$ cat config.mk
export PLATFORM = sky130hd
export DESIGN_NAME = imu_packet_framer_lrc_check_top
export DESIGN_NICKNAME = d
export VERILOG_FILES = /design/src/ipf_pkg.sv /design/src/imu_packet_framer_lrc_check_top.sv /design/src/ipf_front.sv /design/src/ipf_queue.sv /design/src/ipf_back.sv
export SDC_FILE = /design/constraint.sdc
export NUM_CORES = 1
export LEC_CHECK = 0
export BUFFER_PORTS_ARGS = -buffer_cell sky130_fd_sc_hd__clkbuf_2
export CORE_UTILIZATION = 55
export DETAILED_ROUTE_END_ITERATION = 10
export GPL_TIMING_DRIVEN = 1
export PLACE_DENSITY = 0.7
export SLEW_MARGIN = 20
export SYNTH_ARGS = -nofsm -noshare
export SYNTH_HDL_FRONTEND = slang
export SYNTH_SLANG_ARGS = --single-unit
$ cat constraint.sdc
create_clock -name aclk -period 15.35 [get_ports aclk]
set_clock_uncertainty 0.2 [all_clocks]
set_input_delay 0 -clock aclk [delete_from_list [all_inputs] [get_ports aclk]]
set_output_delay 0 -clock aclk [all_outputs]
set_load 0.01 [all_outputs]
$ cat src/ipf_pkg.sv
// Shared types and constants for the IMU packet framer with check-word test.
// No dependencies; imported by every module of the block.
`default_nettype none

package ipf_pkg;

    // Configuration register indexes
    localparam int CFG_IDX_W = 2;
    localparam logic [CFG_IDX_W-1:0] CFG_HEAD_BYTE  = 2'd0;
    localparam logic [CFG_IDX_W-1:0] CFG_END_FIRST  = 2'd1;
    localparam logic [CFG_IDX_W-1:0] CFG_END_SECOND = 2'd2;

    // Reset values of the configuration registers
    localparam logic [7:0] HEAD_BYTE_RST  = 8'h3A;
    localparam logic [7:0] END_FIRST_RST  = 8'h0D;
    localparam logic [7:0] END_SECOND_RST = 8'h0A;

    // Frame status codes
    localparam logic [1:0] STAT_OK       = 2'd0;
    localparam logic [1:0] STAT_MISMATCH = 2'd1;
    localparam logic [1:0] STAT_OVERFLOW = 2'd2;

    // Positions within a frame
    localparam logic [7:0] POS_CMD_LO    = 8'd3;
    localparam logic [7:0] POS_CMD_HI    = 8'd4;
    localparam logic [7:0] POS_SUM_START = 8'd5;
    localparam logic [7:0] POS_ANG_FIRST = 8'd19;
    localparam logic [7:0] POS_ANG_LAST  = 8'd22;
    localparam logic [7:0] LEN_MIN_CHECK = 8'd5;
    localparam logic [7:0] LEN_MIN_ANGLE = 8'd23;

    // Result queue between front and back
    localparam int QUEUE_DEPTH = 4;
    localparam int QPTR_W      = $clog2(QUEUE_DEPTH);

    // Width of the packed result on the output stream
    localparam int M_TDATA_W = 64;

    // One closed or aborted frame, as handed from front to back
    typedef struct packed {
        logic        overflow;   // length bound hit
        logic        len_ge5;    // long enough to hold a check word
        logic        len_ge23;   // long enough to hold the angle bytes
        logic [15:0] sum;        // running sum up to the byte before the check word
        logic [15:0] check_word; // little-endian check word from the frame
        logic [15:0] command;
        logic [6:0]  length;
        logic [31:0] angle;
    } frame_rec_t;

    typedef struct packed {
        logic full;
        logic empty;
    } queue_stat_t;

endpackage

`default_nettype wire

$ cat src/imu_packet_framer_lrc_check_top.sv
// Top level of the IMU packet framer with 16-bit additive check word.
// Depends on ipf_pkg, ipf_front, ipf_queue and ipf_back.
//
//  Channel   Direction  Width  Content
//  s_        in         8      one received byte (rx_byte)
//  m_        out        64     one frame report per closed or aborted frame
//  cfg_      in         8      head_byte / end_first / end_second writes
//
// One byte is taken per cycle while s_tready is high; the frame state, the running sum
// and the end pair detection all resolve in that cycle in the front part.
// A report reaches m_tvalid through the queue, then the output register.
// The four-entry report queue decouples the two sides:
// s_tready drops only while the queue is full under a stalled m_tready.
// aresetn is synchronous, active low; no clearing pass is needed.
`default_nettype none

module imu_packet_framer_lrc_check_top #(
    // Frame length bound in bytes, 8 to 127
    parameter int MAX_FRAME_BYTES = 64
) (
    input  wire                          aclk,
    input  wire                          aresetn,
    // Configuration write port
    input  wire                          cfg_wr_en,
    input  wire [ipf_pkg::CFG_IDX_W-1:0] cfg_index,
    input  wire [7:0]                    cfg_wdata,
    // Byte stream in
    input  wire                          s_tvalid,
    output logic                         s_tready,
    input  wire [7:0]                    s_tdata,   // [7:0] rx_byte
    // Report stream out
    output logic                         m_tvalid,
    input  wire                          m_tready,
    // [1:0] frame_status, [17:2] command_word, [24:18] frame_length,
    // [56:25] angle_bits, [63:57] zero
    output logic [ipf_pkg::M_TDATA_W-1:0] m_tdata
);
    import ipf_pkg::*;

    logic        rec_push, rec_pop;
    frame_rec_t  front_rec, queue_rec;
    queue_stat_t q_stat;

    // Bytes are only refused while a report could not be stored
    assign s_tready = !q_stat.full;

    ipf_front #(
        .MAX_FRAME_BYTES (MAX_FRAME_BYTES)
    ) u_front (
        .aclk       (aclk),
        .aresetn    (aresetn),
        .cfg_wr_en  (cfg_wr_en),
        .cfg_index  (cfg_index),
        .cfg_wdata  (cfg_wdata),
        .byte_valid (s_tvalid && s_tready),
        .rx_byte    (s_tdata),
        .rec_push   (rec_push),
        .rec_data   (front_rec)
    );

    ipf_queue u_queue (
        .aclk      (aclk),
        .aresetn   (aresetn),
        .push      (rec_push),
        .push_data (front_rec),
        .pop       (rec_pop),
        .pop_data  (queue_rec),
        .stat      (q_stat)
    );

    ipf_back u_back (
        .aclk      (aclk),
        .aresetn   (aresetn),
        .rec_avail (!q_stat.empty),
        .rec_data  (queue_rec),
        .rec_pop   (rec_pop),
        .m_tvalid  (m_tvalid),
        .m_tready  (m_tready),
        .m_tdata   (m_tdata)
    );

endmodule

`default_nettype wire

$ cat src/ipf_front.sv
// Front part: configuration registers, frame hunting, byte storage, running sum.
// Depends on ipf_pkg; pushes one frame_rec_t per closed or aborted frame.
`default_nettype none

module ipf_front #(
    parameter int MAX_FRAME_BYTES = 64
) (
    input  wire                          aclk,
    input  wire                          aresetn,
    input  wire                          cfg_wr_en,
    input  wire [ipf_pkg::CFG_IDX_W-1:0] cfg_index,
    input  wire [7:0]                    cfg_wdata,
    input  wire                          byte_valid,
    input  wire [7:0]                    rx_byte,
    output logic                         rec_push,
    output ipf_pkg::frame_rec_t          rec_data
);
    import ipf_pkg::*;

    localparam int COUNT_W = $clog2(MAX_FRAME_BYTES + 1);
    localparam logic [7:0] MAX_BYTES = 8'(MAX_FRAME_BYTES);

    logic [7:0]         head_reg, endf_reg, ends_reg;
    logic               in_frame_reg, in_frame_next;
    logic [COUNT_W-1:0] count_reg, count_next;
    logic [15:0]        sum_reg, sum_next;
    logic [7:0]         recent_reg  [4];
    logic [7:0]         recent_next [4];
    logic [15:0]        cmd_reg, cmd_next;
    logic [31:0]        angle_reg, angle_next;

    logic               take;
    logic [COUNT_W-1:0] cur_count;
    logic [15:0]        cur_sum, cur_cmd;
    logic [31:0]        cur_angle;
    logic [7:0]         cur_recent [4];
    logic [7:0]         pos8, len8;
    logic [1:0]         ang_idx;
    logic               closing;

    always_ff @(posedge aclk) begin
        if (!aresetn) begin
            head_reg <= HEAD_BYTE_RST;
            endf_reg <= END_FIRST_RST;
            ends_reg <= END_SECOND_RST;
        end else if (cfg_wr_en) begin
            case (cfg_index)
                CFG_HEAD_BYTE:  head_reg <= cfg_wdata;
                CFG_END_FIRST:  endf_reg <= cfg_wdata;
                CFG_END_SECOND: ends_reg <= cfg_wdata;
                default: ;
            endcase
        end
    end

    always_comb begin
        // A head byte while hunting starts a fresh, cleared frame
        take = byte_valid && (in_frame_reg || (rx_byte == head_reg));
        cur_count = in_frame_reg ? count_reg : '0;
        cur_sum   = in_frame_reg ? sum_reg   : '0;
        cur_cmd   = in_frame_reg ? cmd_reg   : '0;
        cur_angle = in_frame_reg ? angle_reg : '0;
        for (int i = 0; i < 4; i++) begin
            cur_recent[i] = in_frame_reg ? recent_reg[i] : 8'd0;
        end
        pos8    = 8'(cur_count);
        ang_idx = 2'(pos8 - POS_ANG_FIRST);

        in_frame_next = in_frame_reg;
        count_next    = count_reg;
        sum_next      = sum_reg;
        cmd_next      = cmd_reg;
        angle_next    = angle_reg;
        for (int i = 0; i < 4; i++) begin
            recent_next[i] = recent_reg[i];
        end
        closing  = 1'b0;
        rec_push = 1'b0;
        len8     = pos8;

        rec_data.overflow   = 1'b0;
        rec_data.sum        = cur_sum;
        rec_data.check_word = {cur_recent[1], cur_recent[2]};
        rec_data.command    = cur_cmd;
        rec_data.angle      = cur_angle;

        if (take) begin
            if (pos8 >= MAX_BYTES) begin
                // Byte dropped, frame aborted
                rec_push          = 1'b1;
                rec_data.overflow = 1'b1;
                in_frame_next     = 1'b0;
            end else begin
                sum_next = cur_sum;
                if (pos8 >= POS_SUM_START) begin
                    sum_next = cur_sum + 16'(cur_recent[3]);
                end
                recent_next[3] = cur_recent[2];
                recent_next[2] = cur_recent[1];
                recent_next[1] = cur_recent[0];
                recent_next[0] = rx_byte;

                cmd_next = cur_cmd;
                if (pos8 == POS_CMD_LO) cmd_next[7:0]  = rx_byte;
                if (pos8 == POS_CMD_HI) cmd_next[15:8] = rx_byte;
                angle_next = cur_angle;
                if (pos8 >= POS_ANG_FIRST && pos8 <= POS_ANG_LAST) begin
                    angle_next[ang_idx*8 +: 8] = rx_byte;
                end

                count_next = cur_count + 1'b1;
                len8       = pos8 + 8'd1;
                closing    = (len8 >= 8'd2) && (cur_recent[0] == endf_reg)
                             && (rx_byte == ends_reg);

                rec_push         = closing;
                rec_data.sum     = sum_next;
                rec_data.command = cmd_next;
                rec_data.angle   = angle_next;
                in_frame_next    = !closing;
            end
        end

        rec_data.length   = 7'(len8);
        rec_data.len_ge5  = len8 >= LEN_MIN_CHECK;
        rec_data.len_ge23 = len8 >= LEN_MIN_ANGLE;
    end

    always_ff @(posedge aclk) begin
        if (!aresetn) begin
            in_frame_reg <= 1'b0;
            count_reg    <= '0;
        end else begin
            in_frame_reg <= in_frame_next;
            count_reg    <= count_next;
        end
    end

    always_ff @(posedge aclk) begin
        sum_reg   <= sum_next;
        cmd_reg   <= cmd_next;
        angle_reg <= angle_next;
        for (int i = 0; i < 4; i++) begin
            recent_reg[i] <= recent_next[i];
        end
    end

endmodule

`default_nettype wire

$ cat src/ipf_queue.sv
// Short register queue of frame records between front and back.
// Depends on ipf_pkg for frame_rec_t and the queue depth.
`default_nettype none

module ipf_queue (
    input  wire                  aclk,
    input  wire                  aresetn,
    input  wire                  push,
    input  ipf_pkg::frame_rec_t  push_data,
    input  wire                  pop,
    output ipf_pkg::frame_rec_t  pop_data,
    output ipf_pkg::queue_stat_t stat
);
    import ipf_pkg::*;

    frame_rec_t        store_reg [QUEUE_DEPTH];
    logic [QPTR_W-1:0] wr_ptr_reg, rd_ptr_reg;
    logic [QPTR_W:0]   fill_reg, fill_next;
    logic              do_push, do_pop;

    assign stat.full  = (fill_reg == (QPTR_W+1)'(QUEUE_DEPTH));
    assign stat.empty = (fill_reg == '0);
    assign do_push    = push && !stat.full;
    assign do_pop     = pop && !stat.empty;
    assign pop_data   = store_reg[rd_ptr_reg];

    always_comb begin
        fill_next = fill_reg;
        if (do_push && !do_pop) fill_next = fill_reg + 1'b1;
        if (do_pop && !do_push) fill_next = fill_reg - 1'b1;
    end

    always_ff @(posedge aclk) begin
        if (!aresetn) begin
            wr_ptr_reg <= '0;
            rd_ptr_reg <= '0;
            fill_reg   <= '0;
        end else begin
            if (do_push) wr_ptr_reg <= wr_ptr_reg + 1'b1;
            if (do_pop)  rd_ptr_reg <= rd_ptr_reg + 1'b1;
            fill_reg <= fill_next;
        end
    end

    always_ff @(posedge aclk) begin
        if (do_push) store_reg[wr_ptr_reg] <= push_data;
    end

endmodule

`default_nettype wire

$ cat src/ipf_back.sv
// Back part: check-word comparison, status coding and the output register.
// Depends on ipf_pkg; pulls frame records from ipf_queue.
`default_nettype none

module ipf_back (
    input  wire                             aclk,
    input  wire                             aresetn,
    input  wire                             rec_avail,
    input  ipf_pkg::frame_rec_t             rec_data,
    output logic                            rec_pop,
    output logic                            m_tvalid,
    input  wire                             m_tready,
    output logic [ipf_pkg::M_TDATA_W-1:0]   m_tdata
);
    import ipf_pkg::*;

    logic                 valid_reg;
    logic [M_TDATA_W-1:0] data_reg, data_next;
    logic [1:0]           status;
    logic [31:0]          angle;

    assign rec_pop  = rec_avail && (!valid_reg || m_tready);
    assign m_tvalid = valid_reg;
    assign m_tdata  = data_reg;

    always_comb begin
        if (rec_data.overflow) begin
            status = STAT_OVERFLOW;
        end else if (rec_data.len_ge5 && (rec_data.check_word == rec_data.sum)) begin
            status = STAT_OK;
        end else begin
            status = STAT_MISMATCH;
        end
        angle     = rec_data.len_ge23 ? rec_data.angle : 32'd0;
        data_next = {7'd0, angle, rec_data.length, rec_data.command, status};
    end

    always_ff @(posedge aclk) begin
        if (!aresetn) begin
            valid_reg <= 1'b0;
        end else if (rec_pop) begin
            valid_reg <= 1'b1;
        end else if (m_tready) begin
            valid_reg <= 1'b0;
        end
    end

    always_ff @(posedge aclk) begin
        if (rec_pop) data_reg <= data_next;
    end

endmodule

`default_nettype wire

==> metrics.md <==
| Metric | Value |
|---|---|
| Status | `complete, no violations` |
| Critical path arrival | `just under 6 ns` |
| Layout Nets | `around 1600` |
| Post-route minimum period | `roughly 5.9 ns` |
| Total I/O pin count | `just under 90` |
| Maximum VDD drop | `around 250 uV` |
| Mapped Cells | `1472` |
| Max reg flops | `360` |
| Hold Path Class | `primary input to flop` |
| Yosys reg bits | `between 500 and 600` |
| CTS tree | `done` |
| CTS Buffer Depth | `3` |
| Async set-reset flop share out of synthesis | `0%` |
| H-tree depth | `2` |
| Setup total negative slack | `0 ns` |
| WL met2 | `around 21000 microns` |
| Worst-path cell with the longest stage delay | `dfxtp_4` |
| Finished Layout Cells | `roughly 2200` |
| Netlist cell types | `slightly below 80` |
| DR WL/cell | `20.9 microns` |
| Final core occ | `63.0%` |
| Worst R2R Start | `u_front.in_frame_reg` |
| Ant diodes | `0` |
| Die width | `about 210 microns` |
| Nature of the critical path endpoint | `flop` |
| Vias per Instance | `roughly 5.8` |
| Largest net degree at the start of global routing | `120` |
| Vias | `roughly 12000` |
| Core area | `about 42000 sq um` |
| Area of the multi-input gates | `roughly 6500 sq um` |
| Crit Path Category | `flop to flop` |
| Synth Warn # | `0` |
| Clock latency on the worst-skew pair | `approximately 0.60 ns` |
| Root buffer cell | `clkbuf_16` |
| Pwr dens | `roughly 140 nW/um^2` |
| Initial Util | `a little under three fifths` |
| Post-CTS Setup Inserts | `0` |
| CP peak stage delay | `0.98 ns` |
| Worst-margin pin slew | `around 1.1 ns` |
| Gr usage total | `21.4%` |
| Wl on met1 | `roughly 20000 microns` |
| Initial antenna violation count | `0` |
| Leakage power | `0.00853 uW` |
| First-pass GRT wire length | `roughly 70000 microns` |
| Metal3 WL | `between 2000 and 3000 microns` |
| Reg area | `between 15000 and 20000 sq um` |
| DRT antenna net count | `0` |
| CP Launch Type | `flop` |
| Reg2reg path depth | `12` |
| Top Metal Used | `met4` |
| Placer's final routability congestion estimate | `roughly 0.85` |
| Hold Crit Depth | `4` |
| HPWL Detailed | `27100 microns` |
| Fmax | `around 0.17 GHz` |
| Mapped Area | `approximately 23000 sq um` |
| Vias in the first global route | `approximately 12000` |
| Placed Area | `24000 sq um` |
| Hold EP | `u_front.head_reg[5]` |
| Port bufs | `just over 80` |
| Register area share after synthesis | `between 60% and 70%` |
| Synth Flop Type | `edfxtp_1` |
| DR DRC count | `0` |
| RSZ-0062 raised after global routing | `false` |
| Largest fanout on the critical path | `86` |
| Mean area per synthesized cell | `15.8 sq um` |
| Number of iterations in the first detailed-routing pass | `5` |
| Final wirelength | `45100 microns` |
| Clock Sinks | `between 500 and 600` |
| EDFF count, synth | `between 500 and 600` |
| Starting DRT DRC Count | `770` |
| Setup violators final | `0` |
| Post-layout total power | `3660 uW` |
| Most frequent cells in the layout | `513 x edfxtp_1, 167 x nand2_1, 81 x clkbuf_2, 75 x mux4_2, 56 x clkbuf_16` |
| Area grow syn2layout | `13.2%` |
| Cell count after placement | `2022` |
| Worst reg2reg endpoint | `u_queue.store_reg[0][13]` |
| Most common cell after layout, fill and taps aside | `edfxtp_1` |
| Layout fillers | `approximately 3000` |
| Period utilization | `a little under two fifths` |
| Cells along the critical path | `and2_1 > ha_1 > nand3_1 > or3_1 > ha_1 > nor2_1 > nand3_1 > nor4b_2 > a211oi_1 > a31oi_4 > and2b_4 > buf_4` |
| Critical Path RT | `approximately 15 ns` |
| Grt ovf | `0` |
| Die Area | `approximately 43000 sq um` |
| CTS buffer count | `55` |
| Min-delay src | `cfg_wdata[5]` |
| Design Area, Final | `about 26000 sq um` |
| Die Y | `~210 microns` |
| Relative slew margins | `23.6%` |
| FP Rows | `between 70 and 80` |
| Final Slew Violations | `0` |
| Final hold vios | `0` |
| R2R setup slack | `around 9.5 ns` |
| Max-cap check violation count | `0` |
| Reg clk slew, reported paths | `about 0.06 ns` |
| Layout cells sized above 1 | `a little under a fifth` |
==> Yosys cell counts, drive strengths merged (19+ instances only) <==
master,n,share of area [%]
and2,48,1.3
dfxtp,42,3.6
inv,39,0.64
a21oi,22,0.52
xnor2,39,1.5
nand2,170,2.8
clkbuf,33,0.53
nand3,34,0.73
xor2,37,1.4
mux4,75,7.2
ha,19,1.0
mux2i,47,2.0
nor2b,52,1.4
buf,55,1.6
o21ai,77,1.7
edfxtp,513,66
nor2,27,0.54
==> worst max-delay path, delay by kind of cell (launching register included) <==
family	cells	cell delay [ns]
buffers and inverters	1	0.75
adders and majority gates	2	0.78
AOI/OAI and AO/OA	2	0.63
DFF	1	0.98
and+or+nand+nor	7	2.07
==> cells by family after synthesis <==
logic type,synth area share (%)
DFF,69.7
and+or+nand+nor,8.48
AOI/OAI and AO/OA,4.90
muxes,10.1
buffers and inverters,2.76
xor gates and xnor gates,2.86
adders and majority gates,1.19
other,0.0161
==> through the flow <==
step	hold WS, ns	setup slack (ns)
after floorplan	-0.101	10.18
after CTS	0.00802	9.51
after detailed placement	0.0784	9.51
final	0.0604	9.47
after global placement	0.0727	9.60
after global routing	0.0782	9.12
==> cell type report <==
cell class / instances / area share (%)
Tap cell: 539 / 2.56
Clock buffer: 61 / 5.38
Clock inverter: 42 / 2.30
Timing Repair Buffer: 124 / 3.06
Inverter: 39 / 0.574
Multi-Input combinational cell: 796 / 24.5
Sequential cell: 555 / 61.6
==> timing repair <==
item | CTS | global route
hold endpoints to repair | 115 | 0
resized for setup | 0 | 0
hold buffers | 31 | 0
==> how the worst max path moves through the flow <==
| stage | start | to | slack (ns) | cells after the start |
|---|---|---|---|---|
| 2_1_floorplan | u_queue.fill_reg[0] | u_queue.fill_reg[2] | 10.18 | 8 |
| 3_3_place_gp | u_front.in_frame_reg | u_queue.store_reg[0][28] | 9.60 | 12 |
| 3_5_place_dp | u_front.in_frame_reg | u_queue.store_reg[0][28] | 9.51 | 12 |
| 4_1_cts | u_front.in_frame_reg | u_queue.store_reg[0][11] | 9.51 | 12 |
| 5_1_grt | u_front.in_frame_reg | u_queue.store_reg[3][84] | 9.12 | 12 |
| 6_report | u_front.in_frame_reg | u_queue.store_reg[0][13] | 9.47 | 12 |
==> metal layers <==
layer / GRT usage [%] / vias to the layer above
li1: - / 5741
met1: 30.6 / 6198
met2: 33.0 / 367
met3: 3.80 / 96
met4: 8.30 / 0
met5: 0 / -
==> report_power, final <==
group	internal (uW)	switching, uW	total, uW
sequential	1740	46.7	1790
clock	920	558	1480
combinational	162	229	392
total	2820	834	3660
No activity file was read; power rests on OpenSTA's default activity.
